[src/hw/rtl/dcc_pkg.sv]
package dcc_pkg;

  localparam int LENGTH_BITS = 24;
  localparam int FRAC_BITS   = 16;
  localparam int NUM_CLASSES = 10;
  localparam int NUM_FRACS   = NUM_CLASSES + 1;
  localparam int IDX_BITS    = $clog2(NUM_FRACS);
  localparam int CLS_BITS    = $clog2(NUM_CLASSES);
  localparam int STEP_BITS   = $clog2(FRAC_BITS + 1);

  typedef logic [LENGTH_BITS-1:0] len_t;
  typedef logic [FRAC_BITS:0]     frac_t;
  typedef logic [2:0]             code_t;
  typedef logic [IDX_BITS-1:0]    idx_t;
  typedef logic [CLS_BITS-1:0]    cls_t;

  localparam frac_t FRAC_ONE = {1'b1, {FRAC_BITS{1'b0}}};
  localparam len_t  LEN_MAX  = {LENGTH_BITS{1'b1}};

  // base codes
  localparam code_t CODE_A     = 3'd0;
  localparam code_t CODE_C     = 3'd1;
  localparam code_t CODE_G     = 3'd2;
  localparam code_t CODE_T     = 3'd3;
  localparam code_t CODE_OTHER = 3'd4;
  localparam code_t CODE_NONE  = 3'd7;

  // controller to datapath commands
  typedef struct packed {
    logic count_en;
    logic div_start;
    logic res_wr;
    logic out_load;
    idx_t idx;
  } cmd_t;

  function automatic code_t encode(input logic [7:0] ch);
    code_t c;
    unique case (ch)
      8'h41, 8'h61: c = CODE_A;
      8'h43, 8'h63: c = CODE_C;
      8'h47, 8'h67: c = CODE_G;
      8'h54, 8'h74: c = CODE_T;
      default:      c = CODE_OTHER;
    endcase
    return c;
  endfunction

  // reverse-complement class of a pair, previous base then current base
  function automatic cls_t pair_class(input logic [1:0] prev, input logic [1:0] cur);
    cls_t c;
    unique case ({prev, cur})
      4'b00_00: c = cls_t'(0);
      4'b00_01: c = cls_t'(3);
      4'b00_10: c = cls_t'(2);
      4'b00_11: c = cls_t'(1);
      4'b01_00: c = cls_t'(8);
      4'b01_01: c = cls_t'(4);
      4'b01_10: c = cls_t'(9);
      4'b01_11: c = cls_t'(2);
      4'b10_00: c = cls_t'(5);
      4'b10_01: c = cls_t'(6);
      4'b10_10: c = cls_t'(4);
      4'b10_11: c = cls_t'(3);
      4'b11_00: c = cls_t'(7);
      4'b11_01: c = cls_t'(5);
      4'b11_10: c = cls_t'(8);
      default:  c = cls_t'(0);
    endcase
    return c;
  endfunction

  function automatic len_t sat_inc(input len_t v);
    return (v == LEN_MAX) ? v : v + len_t'(1);
  endfunction

endpackage

[src/hw/rtl/dcc_div.sv]
module dcc_div
  import dcc_pkg::*;
(
  input  logic  clk,
  input  logic  rst_n,
  input  logic  start,
  input  len_t  num,
  input  len_t  den,
  output logic  done,
  output frac_t quot
);

  localparam logic [STEP_BITS-1:0] LAST_STEP = STEP_BITS'(FRAC_BITS);

  logic [LENGTH_BITS:0]   rem_r, rem_nxt, den_ext, diff, rem_sel;
  len_t                   den_r;
  frac_t                  quot_r, quot_nxt;
  logic [STEP_BITS-1:0]   cnt_r;
  logic                   busy_r, done_r, zero_r, sat_r, qbit;

  // restoring division, one quotient bit a cycle
  assign den_ext  = {1'b0, den_r};
  assign qbit     = (rem_r >= den_ext);
  assign diff     = rem_r - den_ext;
  assign rem_sel  = qbit ? diff : rem_r;
  assign rem_nxt  = {rem_sel[LENGTH_BITS-1:0], 1'b0};
  assign quot_nxt = {quot_r[FRAC_BITS-1:0], qbit};

  always_ff @(posedge clk) begin
    if (!rst_n) begin
      busy_r <= 1'b0;
      done_r <= 1'b0;
      cnt_r  <= '0;
    end else begin
      done_r <= 1'b0;
      if (start) begin
        busy_r <= 1'b1;
        cnt_r  <= '0;
      end else if (busy_r) begin
        cnt_r <= cnt_r + STEP_BITS'(1);
        if (cnt_r == LAST_STEP) begin
          busy_r <= 1'b0;
          done_r <= 1'b1;
        end
      end
    end
  end

  always_ff @(posedge clk) begin
    if (start) begin
      rem_r  <= {1'b0, num};
      den_r  <= den;
      quot_r <= '0;
      zero_r <= (den == '0);
      sat_r  <= ({1'b0, num} >= {den, 1'b0});
    end else if (busy_r) begin
      rem_r  <= rem_nxt;
      quot_r <= quot_nxt;
    end
  end

  assign done = done_r;
  assign quot = zero_r ? '0 : ((sat_r || (quot_r > FRAC_ONE)) ? FRAC_ONE : quot_r);

endmodule

[src/hw/rtl/dcc_datapath.sv]
module dcc_datapath
  import dcc_pkg::*;
(
  input  logic       clk,
  input  logic       rst_n,
  input  cmd_t       cmd,
  input  logic [7:0] base_char,
  output logic       div_done,
  output frac_t      out_frac [NUM_FRACS],
  output len_t       out_len
);

  len_t  len_r, gc_r;
  len_t  pair_r [NUM_CLASSES];
  code_t prev_r, cur_code;
  cls_t  cls, sel;
  frac_t res_r  [NUM_FRACS];
  frac_t outf_r [NUM_FRACS];
  len_t  outl_r;
  len_t  num, den;
  frac_t quot;

  assign cur_code = encode(base_char);
  assign cls      = pair_class(prev_r[1:0], cur_code[1:0]);

  // live read counters
  always_ff @(posedge clk) begin
    if (!rst_n || cmd.out_load) begin
      len_r  <= '0;
      gc_r   <= '0;
      prev_r <= CODE_NONE;
      for (int i = 0; i < NUM_CLASSES; i++) begin
        pair_r[i] <= '0;
      end
    end else if (cmd.count_en) begin
      len_r <= sat_inc(len_r);
      if (cur_code == CODE_C || cur_code == CODE_G) begin
        gc_r <= sat_inc(gc_r);
      end
      if (prev_r < CODE_OTHER && cur_code < CODE_OTHER) begin
        pair_r[cls] <= sat_inc(pair_r[cls]);
      end
      prev_r <= cur_code;
    end
  end

  // operand select: gc over length, then each class over length minus one
  assign sel = CLS_BITS'(cmd.idx - idx_t'(1));
  always_comb begin
    if (cmd.idx == '0) begin
      num = gc_r;
      den = len_r;
    end else begin
      num = pair_r[sel];
      den = len_r - len_t'(1);
    end
  end

  dcc_div u_div (
    .clk   (clk),
    .rst_n (rst_n),
    .start (cmd.div_start),
    .num   (num),
    .den   (den),
    .done  (div_done),
    .quot  (quot)
  );

  always_ff @(posedge clk) begin
    if (cmd.res_wr) begin
      res_r[cmd.idx] <= quot;
    end
    if (cmd.out_load) begin
      outf_r <= res_r;
      outl_r <= len_r;
    end
  end

  assign out_frac = outf_r;
  assign out_len  = outl_r;

endmodule

[src/hw/rtl/dcc_ctrl.sv]
module dcc_ctrl
  import dcc_pkg::*;
(
  input  logic clk,
  input  logic rst_n,
  input  logic in_valid,
  input  logic in_end_of_read,
  output logic in_stall,
  output logic out_valid,
  input  logic out_stall,
  input  logic div_done,
  output cmd_t cmd
);

  localparam logic [1:0] S_IDLE  = 2'd0;
  localparam logic [1:0] S_START = 2'd1;
  localparam logic [1:0] S_WAIT  = 2'd2;
  localparam logic [1:0] S_HAND  = 2'd3;
  localparam idx_t       LAST_IDX = idx_t'(NUM_FRACS - 1);

  logic [1:0] state_r, state_nxt;
  idx_t       k_r, k_nxt;
  logic       out_valid_r, out_valid_nxt;
  logic       accept, slot_free;

  assign in_stall  = (state_r != S_IDLE);
  assign accept    = in_valid && (state_r == S_IDLE);
  assign slot_free = !out_valid_r || !out_stall;

  always_comb begin
    state_nxt     = state_r;
    k_nxt         = k_r;
    cmd           = '0;
    cmd.idx       = k_r;
    cmd.count_en  = accept;
    unique case (state_r)
      S_IDLE: begin
        if (accept && in_end_of_read) begin
          state_nxt = S_START;
          k_nxt     = '0;
        end
      end
      S_START: begin
        cmd.div_start = 1'b1;
        state_nxt     = S_WAIT;
      end
      S_WAIT: begin
        if (div_done) begin
          cmd.res_wr = 1'b1;
          if (k_r == LAST_IDX) begin
            state_nxt = S_HAND;
          end else begin
            k_nxt     = k_r + idx_t'(1);
            state_nxt = S_START;
          end
        end
      end
      S_HAND: begin
        if (slot_free) begin
          cmd.out_load = 1'b1;
          state_nxt    = S_IDLE;
        end
      end
      default: state_nxt = S_IDLE;
    endcase
  end

  always_comb begin
    if (cmd.out_load) begin
      out_valid_nxt = 1'b1;
    end else if (out_valid_r && !out_stall) begin
      out_valid_nxt = 1'b0;
    end else begin
      out_valid_nxt = out_valid_r;
    end
  end

  always_ff @(posedge clk) begin
    if (!rst_n) begin
      state_r     <= S_IDLE;
      k_r         <= '0;
      out_valid_r <= 1'b0;
    end else begin
      state_r     <= state_nxt;
      k_r         <= k_nxt;
      out_valid_r <= out_valid_nxt;
    end
  end

  assign out_valid = out_valid_r;

endmodule

[src/hw/rtl/dinucleotide_composition_counter_core.sv]
// channel   direction  payload
// in_       input      base_char (8), end_of_read (1)
// out_      output     gc_fraction and ten pair fractions (17 each), read_len (24)
//
// a base beat is taken every cycle while no read end is being worked out
// a beat with end_of_read holds the input while eleven fractions are worked out,
// each with a start state, the divider's run and a write-back, then the output load
// the finished result sits in an output register; the next read streams in
// while it waits, only the next read end waits for the output slot
// rst_n is synchronous and clears counters, sequencer and out_valid
module dinucleotide_composition_counter_core
  import dcc_pkg::*;
(
  input  logic                   clk,
  input  logic                   rst_n,
  input  logic                   in_valid,
  output logic                   in_stall,
  input  logic [7:0]             in_base_char,
  input  logic                   in_end_of_read,
  output logic                   out_valid,
  input  logic                   out_stall,
  output logic [FRAC_BITS:0]     out_gc_fraction,
  output logic [FRAC_BITS:0]     out_aa_tt_fraction,
  output logic [FRAC_BITS:0]     out_at_fraction,
  output logic [FRAC_BITS:0]     out_ag_ct_fraction,
  output logic [FRAC_BITS:0]     out_ac_gt_fraction,
  output logic [FRAC_BITS:0]     out_gg_cc_fraction,
  output logic [FRAC_BITS:0]     out_ga_tc_fraction,
  output logic [FRAC_BITS:0]     out_gc_pair_fraction,
  output logic [FRAC_BITS:0]     out_ta_fraction,
  output logic [FRAC_BITS:0]     out_tg_ca_fraction,
  output logic [FRAC_BITS:0]     out_cg_fraction,
  output logic [LENGTH_BITS-1:0] out_read_len
);

  // commands from the sequencer, done flag back from the divider
  cmd_t  cmd;
  logic  div_done;
  frac_t out_frac [NUM_FRACS];

  // sequencer: base beats, division order, output slot
  dcc_ctrl u_ctrl (
    .clk            (clk),
    .rst_n          (rst_n),
    .in_valid       (in_valid),
    .in_end_of_read (in_end_of_read),
    .in_stall       (in_stall),
    .out_valid      (out_valid),
    .out_stall      (out_stall),
    .div_done       (div_done),
    .cmd            (cmd)
  );

  // counters, shared divider and result registers
  dcc_datapath u_dp (
    .clk       (clk),
    .rst_n     (rst_n),
    .cmd       (cmd),
    .base_char (in_base_char),
    .div_done  (div_done),
    .out_frac  (out_frac),
    .out_len   (out_read_len)
  );

  // result slots in class order, gc fraction first
  assign out_gc_fraction      = out_frac[0];
  assign out_aa_tt_fraction   = out_frac[1];
  assign out_at_fraction      = out_frac[2];
  assign out_ag_ct_fraction   = out_frac[3];
  assign out_ac_gt_fraction   = out_frac[4];
  assign out_gg_cc_fraction   = out_frac[5];
  assign out_ga_tc_fraction   = out_frac[6];
  assign out_gc_pair_fraction = out_frac[7];
  assign out_ta_fraction      = out_frac[8];
  assign out_tg_ca_fraction   = out_frac[9];
  assign out_cg_fraction      = out_frac[10];

endmodule

[config.mk]
export PLATFORM = sky130hd
export DESIGN_NAME = dinucleotide_composition_counter_core
export DESIGN_NICKNAME = d
export VERILOG_FILES = /design/src/hw/rtl/dcc_pkg.sv /design/src/hw/rtl/dcc_div.sv /design/src/hw/rtl/dcc_datapath.sv /design/src/hw/rtl/dcc_ctrl.sv /design/src/hw/rtl/dinucleotide_composition_counter_core.sv
export SDC_FILE = /design/constraint.sdc
export NUM_CORES = 1
export LEC_CHECK = 0
export BUFFER_PORTS_ARGS = -buffer_cell sky130_fd_sc_hd__buf_2
export CAP_MARGIN = 0
export CORE_MARGIN = 3
export CORE_UTILIZATION = 60
export DETAILED_ROUTE_END_ITERATION = 7
export GPL_ROUTABILITY_DRIVEN = 0
export PLACE_DENSITY_LB_ADDON = 0.08
export SLEW_MARGIN = 20
export SYNTH_ARGS = -nofsm -noshare
export SYNTH_HDL_FRONTEND = slang
export SYNTH_SLANG_ARGS = --single-unit
[constraint.sdc]
create_clock -name clk -period 11 [get_ports clk]
set_input_delay 0.55 -clock clk [delete_from_list [all_inputs] [get_ports clk]]
set_output_delay 0.55 -clock clk [all_outputs]
set_load 0.01 [all_outputs]
After elaboration in Yosys (flattened, before gate mapping) --
Memories as Yosys holds them, arrays and structs flattened. Cells that the tools add are included.
Operators by class: add/sub/neg operators 8, multiply operators 0, div/mod/pow operators 0, order comparisons 7, equality and inequality tests 22, shift-type cells 0, multiplexer cells 41, bitwise gates (word level) 5, reduce and logical (&&, ||, !) cells 30
Operators by type and width (number):
- $bwmux 187 | 1
- $mux 24 | 7
- $add 24x1->24 const B | 3
- $eq 24x24->1 const B | 3
- $demux 17 s4 | 1
- $eq 8x7->1 const B | 8
- $mux 17 | 3
- $ge 24x25->1 | 1
- $ge 25x24->1 | 1
- $logic_not 24->1 | 1
- $reduce_or 24->1 | 1
- $sub 24x1->24 const B | 1
- $sub 24x24->24 | 1
- $mux 1 | 18
- $gt 17x17->1 const B | 1
- $mux 4 | 4
- $pmux 3 s4 | 1
- $reduce_or 2->1 | 5
- $mux 2 | 4
- $pmux 2 s4 | 1
- $pmux 4 s2 | 1
- $reduce_bool 2->1 | 4
- $lt 3x3->1 const B | 2
- $reduce_and 3->1 | 2
- other kinds (23) | 38
Word-level totals: register bits after elaboration 531, latch bits 0, memory bits (writable) 240, memory bits (read-only) 64, bits of input ports 13, output and inout port bits 213, word-level logic and storage cells 153, memories 2
Memory list:
- u_dp.pair_r | depth 10, bits a word 24, rd ports 2, clocked after memory_dff 0, write ports 10, line dcc_datapath.sv:14 | len_t pair_r [NUM_CLASSES];
- (name not given) | depth 16, bits a word 4, rd ports 1, clocked after memory_dff 0, write ports 0, line dcc_pkg.sv:52 | unique case ({prev, cur})

Longest topological paths before layout --
word-level depth 11, mapped depth 25

Modules after synthesis --
A second synthesis with hierarchy kept.
Unflattened totals: cells, all modules 2854, area total of the unflattened synthesis 41133.2 um^2
Modules (own cells, without submodules):
- dcc_datapath | times used 1, cells each 2260, area an instance 35411.5 um^2, sequential area each 24503.5 um^2
- dcc_div | times used 1, cells each 543, area an instance 5287.6 um^2, sequential area each 2001.9 um^2
- dcc_ctrl | times used 1, cells each 51, area an instance 434.2 um^2, sequential area each 140.1 um^2

Worst setup path after synthesis --
No wires, ideal clock.
path type in2reg, start point input out_stall, end point register u_dp.outf_r, in the netlist u_dp.out_frac[0], enable pin, library setup time 0.563 ns, arrival time 4.824 ns, setup slack 5.613 ns, stages on the path 3, buffers on the path 0, path through nand2_1 nand3_1 inv_1
RTL lines:
- start, declared | line dinucleotide_composition_counter_core.sv:21 | input logic out_stall,
- end signal, assigned | line dcc_datapath.sv:74 | outf_r <= res_r;
- end, declared | line dcc_datapath.sv:18 | frac_t outf_r [NUM_FRACS];

==> impl_metrics.csv <==
group,metric,value,unit
synthesis,syn_area_per_cell,13.6,um2
layout,layout-drive-gt1-share,0.195,
synthesis,yosysUniqueCellTypes,88,
floorplanning,die_w,267,um
clocking,clockBufferDepth,3,
routing,highest_layer,"met4",
clocking,clk_latency,0.68,ns
sta,fin_setup_tns,0,ns
routing,route.met3.wl,9250,um
synthesis,synth_top_area_share,0.611,
placed_design,dp_hpwl,67200,um
synthesis,synth_warnings,0,
sta,fin_skew,0.0574,ns
floorplanning,start_util,0.607,
power_and_ir_drop,leakagePower,17.1,nW
floorplanning,die_y,267,um
synthesis,synth.area.top_cells,"edfxtp_1, mux4_2, dfxtp_1",
routing,met2_length,52300,um
routing,drtPass1Iterations,5,
layout,final_cell_mix,"edfxtp_1, nand2_1, nor2_1",
sta,setup_viol_count_final,0,
routing,vias,26500,
clocking,post_cts_buffers,0,
floorplanning,core,0.0673,mm2
layout,utilization,0.684,
clocking,cts-root-buf,"clkbuf_16",
floorplanning,io_pins,226,
synthesis,synthCells,3007,
min_path,holdCritPathClass,"primary input to flip-flop",
clocking,ctsHoldBuffers,0,
routing,routed_wl,107000,um
sta,max_freq,0.142,GHz
clocking,htreeDepth,3,
routing,drtAntennaViolNets,0,
global_route,overflow,0,
synthesis,seq_area_frac_synth,0.652,
setup_path,crit_required,11.34,ns
global_route,grt_usage,0.300,
routing,via_per_inst,6.36,
synthesis,ys.flop_type,"edfxtp_1",
clocking,cts_buffers,92,
global_route,first_global_vias,25900,
global_route,antenna_found_initial,1,
synthesis,async_flop_share,0,
sta,slew_headroom,0.240,
sta,layout_min_cycle_time,7.02,ns
synthesis,yosys_register_bits,915,
sta,hold_viol,0,
routing,dr.first_iter.drc_count,3170,
layout,final_nets,3290,
power_and_ir_drop,p_per_area,167,mW/mm2
setup_path,crit_arrival,7.36,ns
setup_path,cp-start-kind,"primary input",
clocking,cts_tree,"yes",
sta,rsz0062_at_grt,"false",
setup_path,end_kind,"flip-flop",
layout,final_common_cell,"edfxtp_1",
run_status,status,"finished clean",
synthesis,synth-edff-count,832,
synthesis,syn_nets,3082,
global_route,grt_pass1_wl,159000,um
sta,report.final.slew_viol_count,0,
sta,worst_pin_slew,1.14,ns
floorplanning,rows,95,
floorplanning,die_area,0.0713,mm2
global_route,grt_start_max_net_pins,133,
sta,fin_crit_sh,0.638,
routing,drt-wirelength-per-cell,25.8,um
placed_design,portBuffers,224,
routing,met1_length,41800,um
power_and_ir_drop,ir_drop,120,uV
synthesis,synth_area,0.0409,mm2
run,drv_cap,0,
synthesis,yosys.area.top_type,"edfxtp_1",
routing,drcViolationCount,0,
setup_path,critPathKind,"primary input to flip-flop",
clocking,path_clk_slew,0.06,ns
clocking,postCtsResizedCells,0,
layout,area_growth,12.6,%
setup_path,worstPathMaxFanout,44,
clocking,clock-sinks,915,
==> through the flow <==
stage / power [mW] / setup slack [ns] / area, um2 / hold slack (ns) / cells
2_1_floorplan: 4.44 / 5.61 / 40900 / 0.400 / 3007
3_3_place_gp: 4.61 / 3.68 / 42900 / 0.400 / 3994
3_5_place_dp: 4.63 / 3.47 / 42900 / 0.405 / 3994
4_1_cts: 7.73 / 4.18 / 46000 / 0.174 / 4163
5_1_grt: 7.94 / 3.66 / 46000 / 0.202 / 4163
6_report: 7.71 / 3.98 / 46000 / 0.214 / 4167
==> path summary, 6_finish.rpt <==
check	start	endpoint	slack (ns)	cells past startpoint
hold / removal	rst_n	u_ctrl.k_r[0]$_SDFFE_PN0P_	0.21	2
hold reg to reg	u_dp.res_r[57]$_DFFE_PP_	u_dp.out_frac[57]$_DFFE_PP_	0.40	0
setup reg to reg	u_dp.prev_r[1]$_SDFFE_PP1P_	u_dp.pair_r[13][18]$_DFFE_PP_	4.15	11
setup / recovery	in_base_char[4]	u_dp.pair_r[13][18]$_DFFE_PP_	3.98	16
==> sequential cells by signal, indices dropped and copies added, names as in the netlist, 2 cells and up <==
register	flops
u_ctrl.k_r	4
u_ctrl.state_r	2
u_dp.gc_r	24
u_dp.len_r	24
u_dp.out_frac	187
u_dp.out_len	24
u_dp.pair_r	384
u_dp.prev_r	3
u_dp.res_r	187
u_dp.u_div.cnt_r	5
u_dp.u_div.den_r	24
u_dp.u_div.quot_r	17
u_dp.u_div.rem_r	25
==> power by group <==
part	switching (mW)	total, mW	internal (mW)	leakage [nW]
clock	1.35	3.13	1.79	1.47
combinational	0.473	0.708	0.236	6.66
sequential	0.0391	3.87	3.83	8.97
total	1.86	7.71	5.85	17.1
==> cells in the mapped netlist (30+ instances only) <==
| cell | n |
|---|---|
| dfxtp_1 | 83 |
| ha_1 | 61 |
| nor2_1 | 319 |
| mux4_2 | 96 |
| nand4_1 | 46 |
| and2_1 | 49 |
| xnor2_1 | 40 |
| nor3_1 | 54 |
| a21oi_1 | 76 |
| mux2i_1 | 141 |
| clkbuf_1 | 87 |
| nand2_1 | 344 |
| nand3_1 | 115 |
| o211ai_1 | 30 |
| buf_2 | 33 |
| and3_1 | 35 |
| o21ai_0 | 37 |
| edfxtp_1 | 832 |
| mux2_2 | 46 |
| inv_1 | 87 |
| xor2_1 | 55 |
==> cell type report <==
cell class | count | area, um2
Tap cell | 873 | 1090
Clock inverter | 45 | 571
Clock buffer | 124 | 2500
Timing Repair Buffer | 281 | 1550
Multi-Input combinational cell | 1836 | 13300
Inverter | 89 | 342
Sequential cell | 915 | 26600
Antenna cell | 4 | 10.0
Fill cell | 4695 | 21300
==> routing by layer <==
metal  up-vias  track usage
met5         -            0
met4         0        0.111
met3       276       0.0559
met2      1344        0.499
met1     13200        0.399
li1      11600            -
==> critical path, stage by stage <==
cell	delay (ns)
buf_2	0.14
and4bb_1	0.25
o21ai_2	0.35
inv_1	0.13
ha_1	0.23
mux2_2	0.26
a22oi_1	0.41
and2_2	0.96
buf_4	0.60
nor3_1	0.14
nor3_2	0.44
nor4b_2	0.86
and2_1	0.74
nand4_1	0.21
xor2_1	0.78
nor2_1	0.27
==> kinds of logic (layout without fill, tap and decap cells) <==
kind of cell,Yosys count,after routing,synth area share
buffers and inverters,256,539,0.0277
AO/OA/AOI/OAI,289,289,0.0510
AND/OR/NAND/NOR,1096,1096,0.125
XOR/XNOR,104,104,0.0239
adder cells (fa/ha/maj),62,62,0.0192
flip-flops,915,915,0.652
other,0,4,0
multiplexers,285,285,0.101
Power figures use the tool's default switching activity.
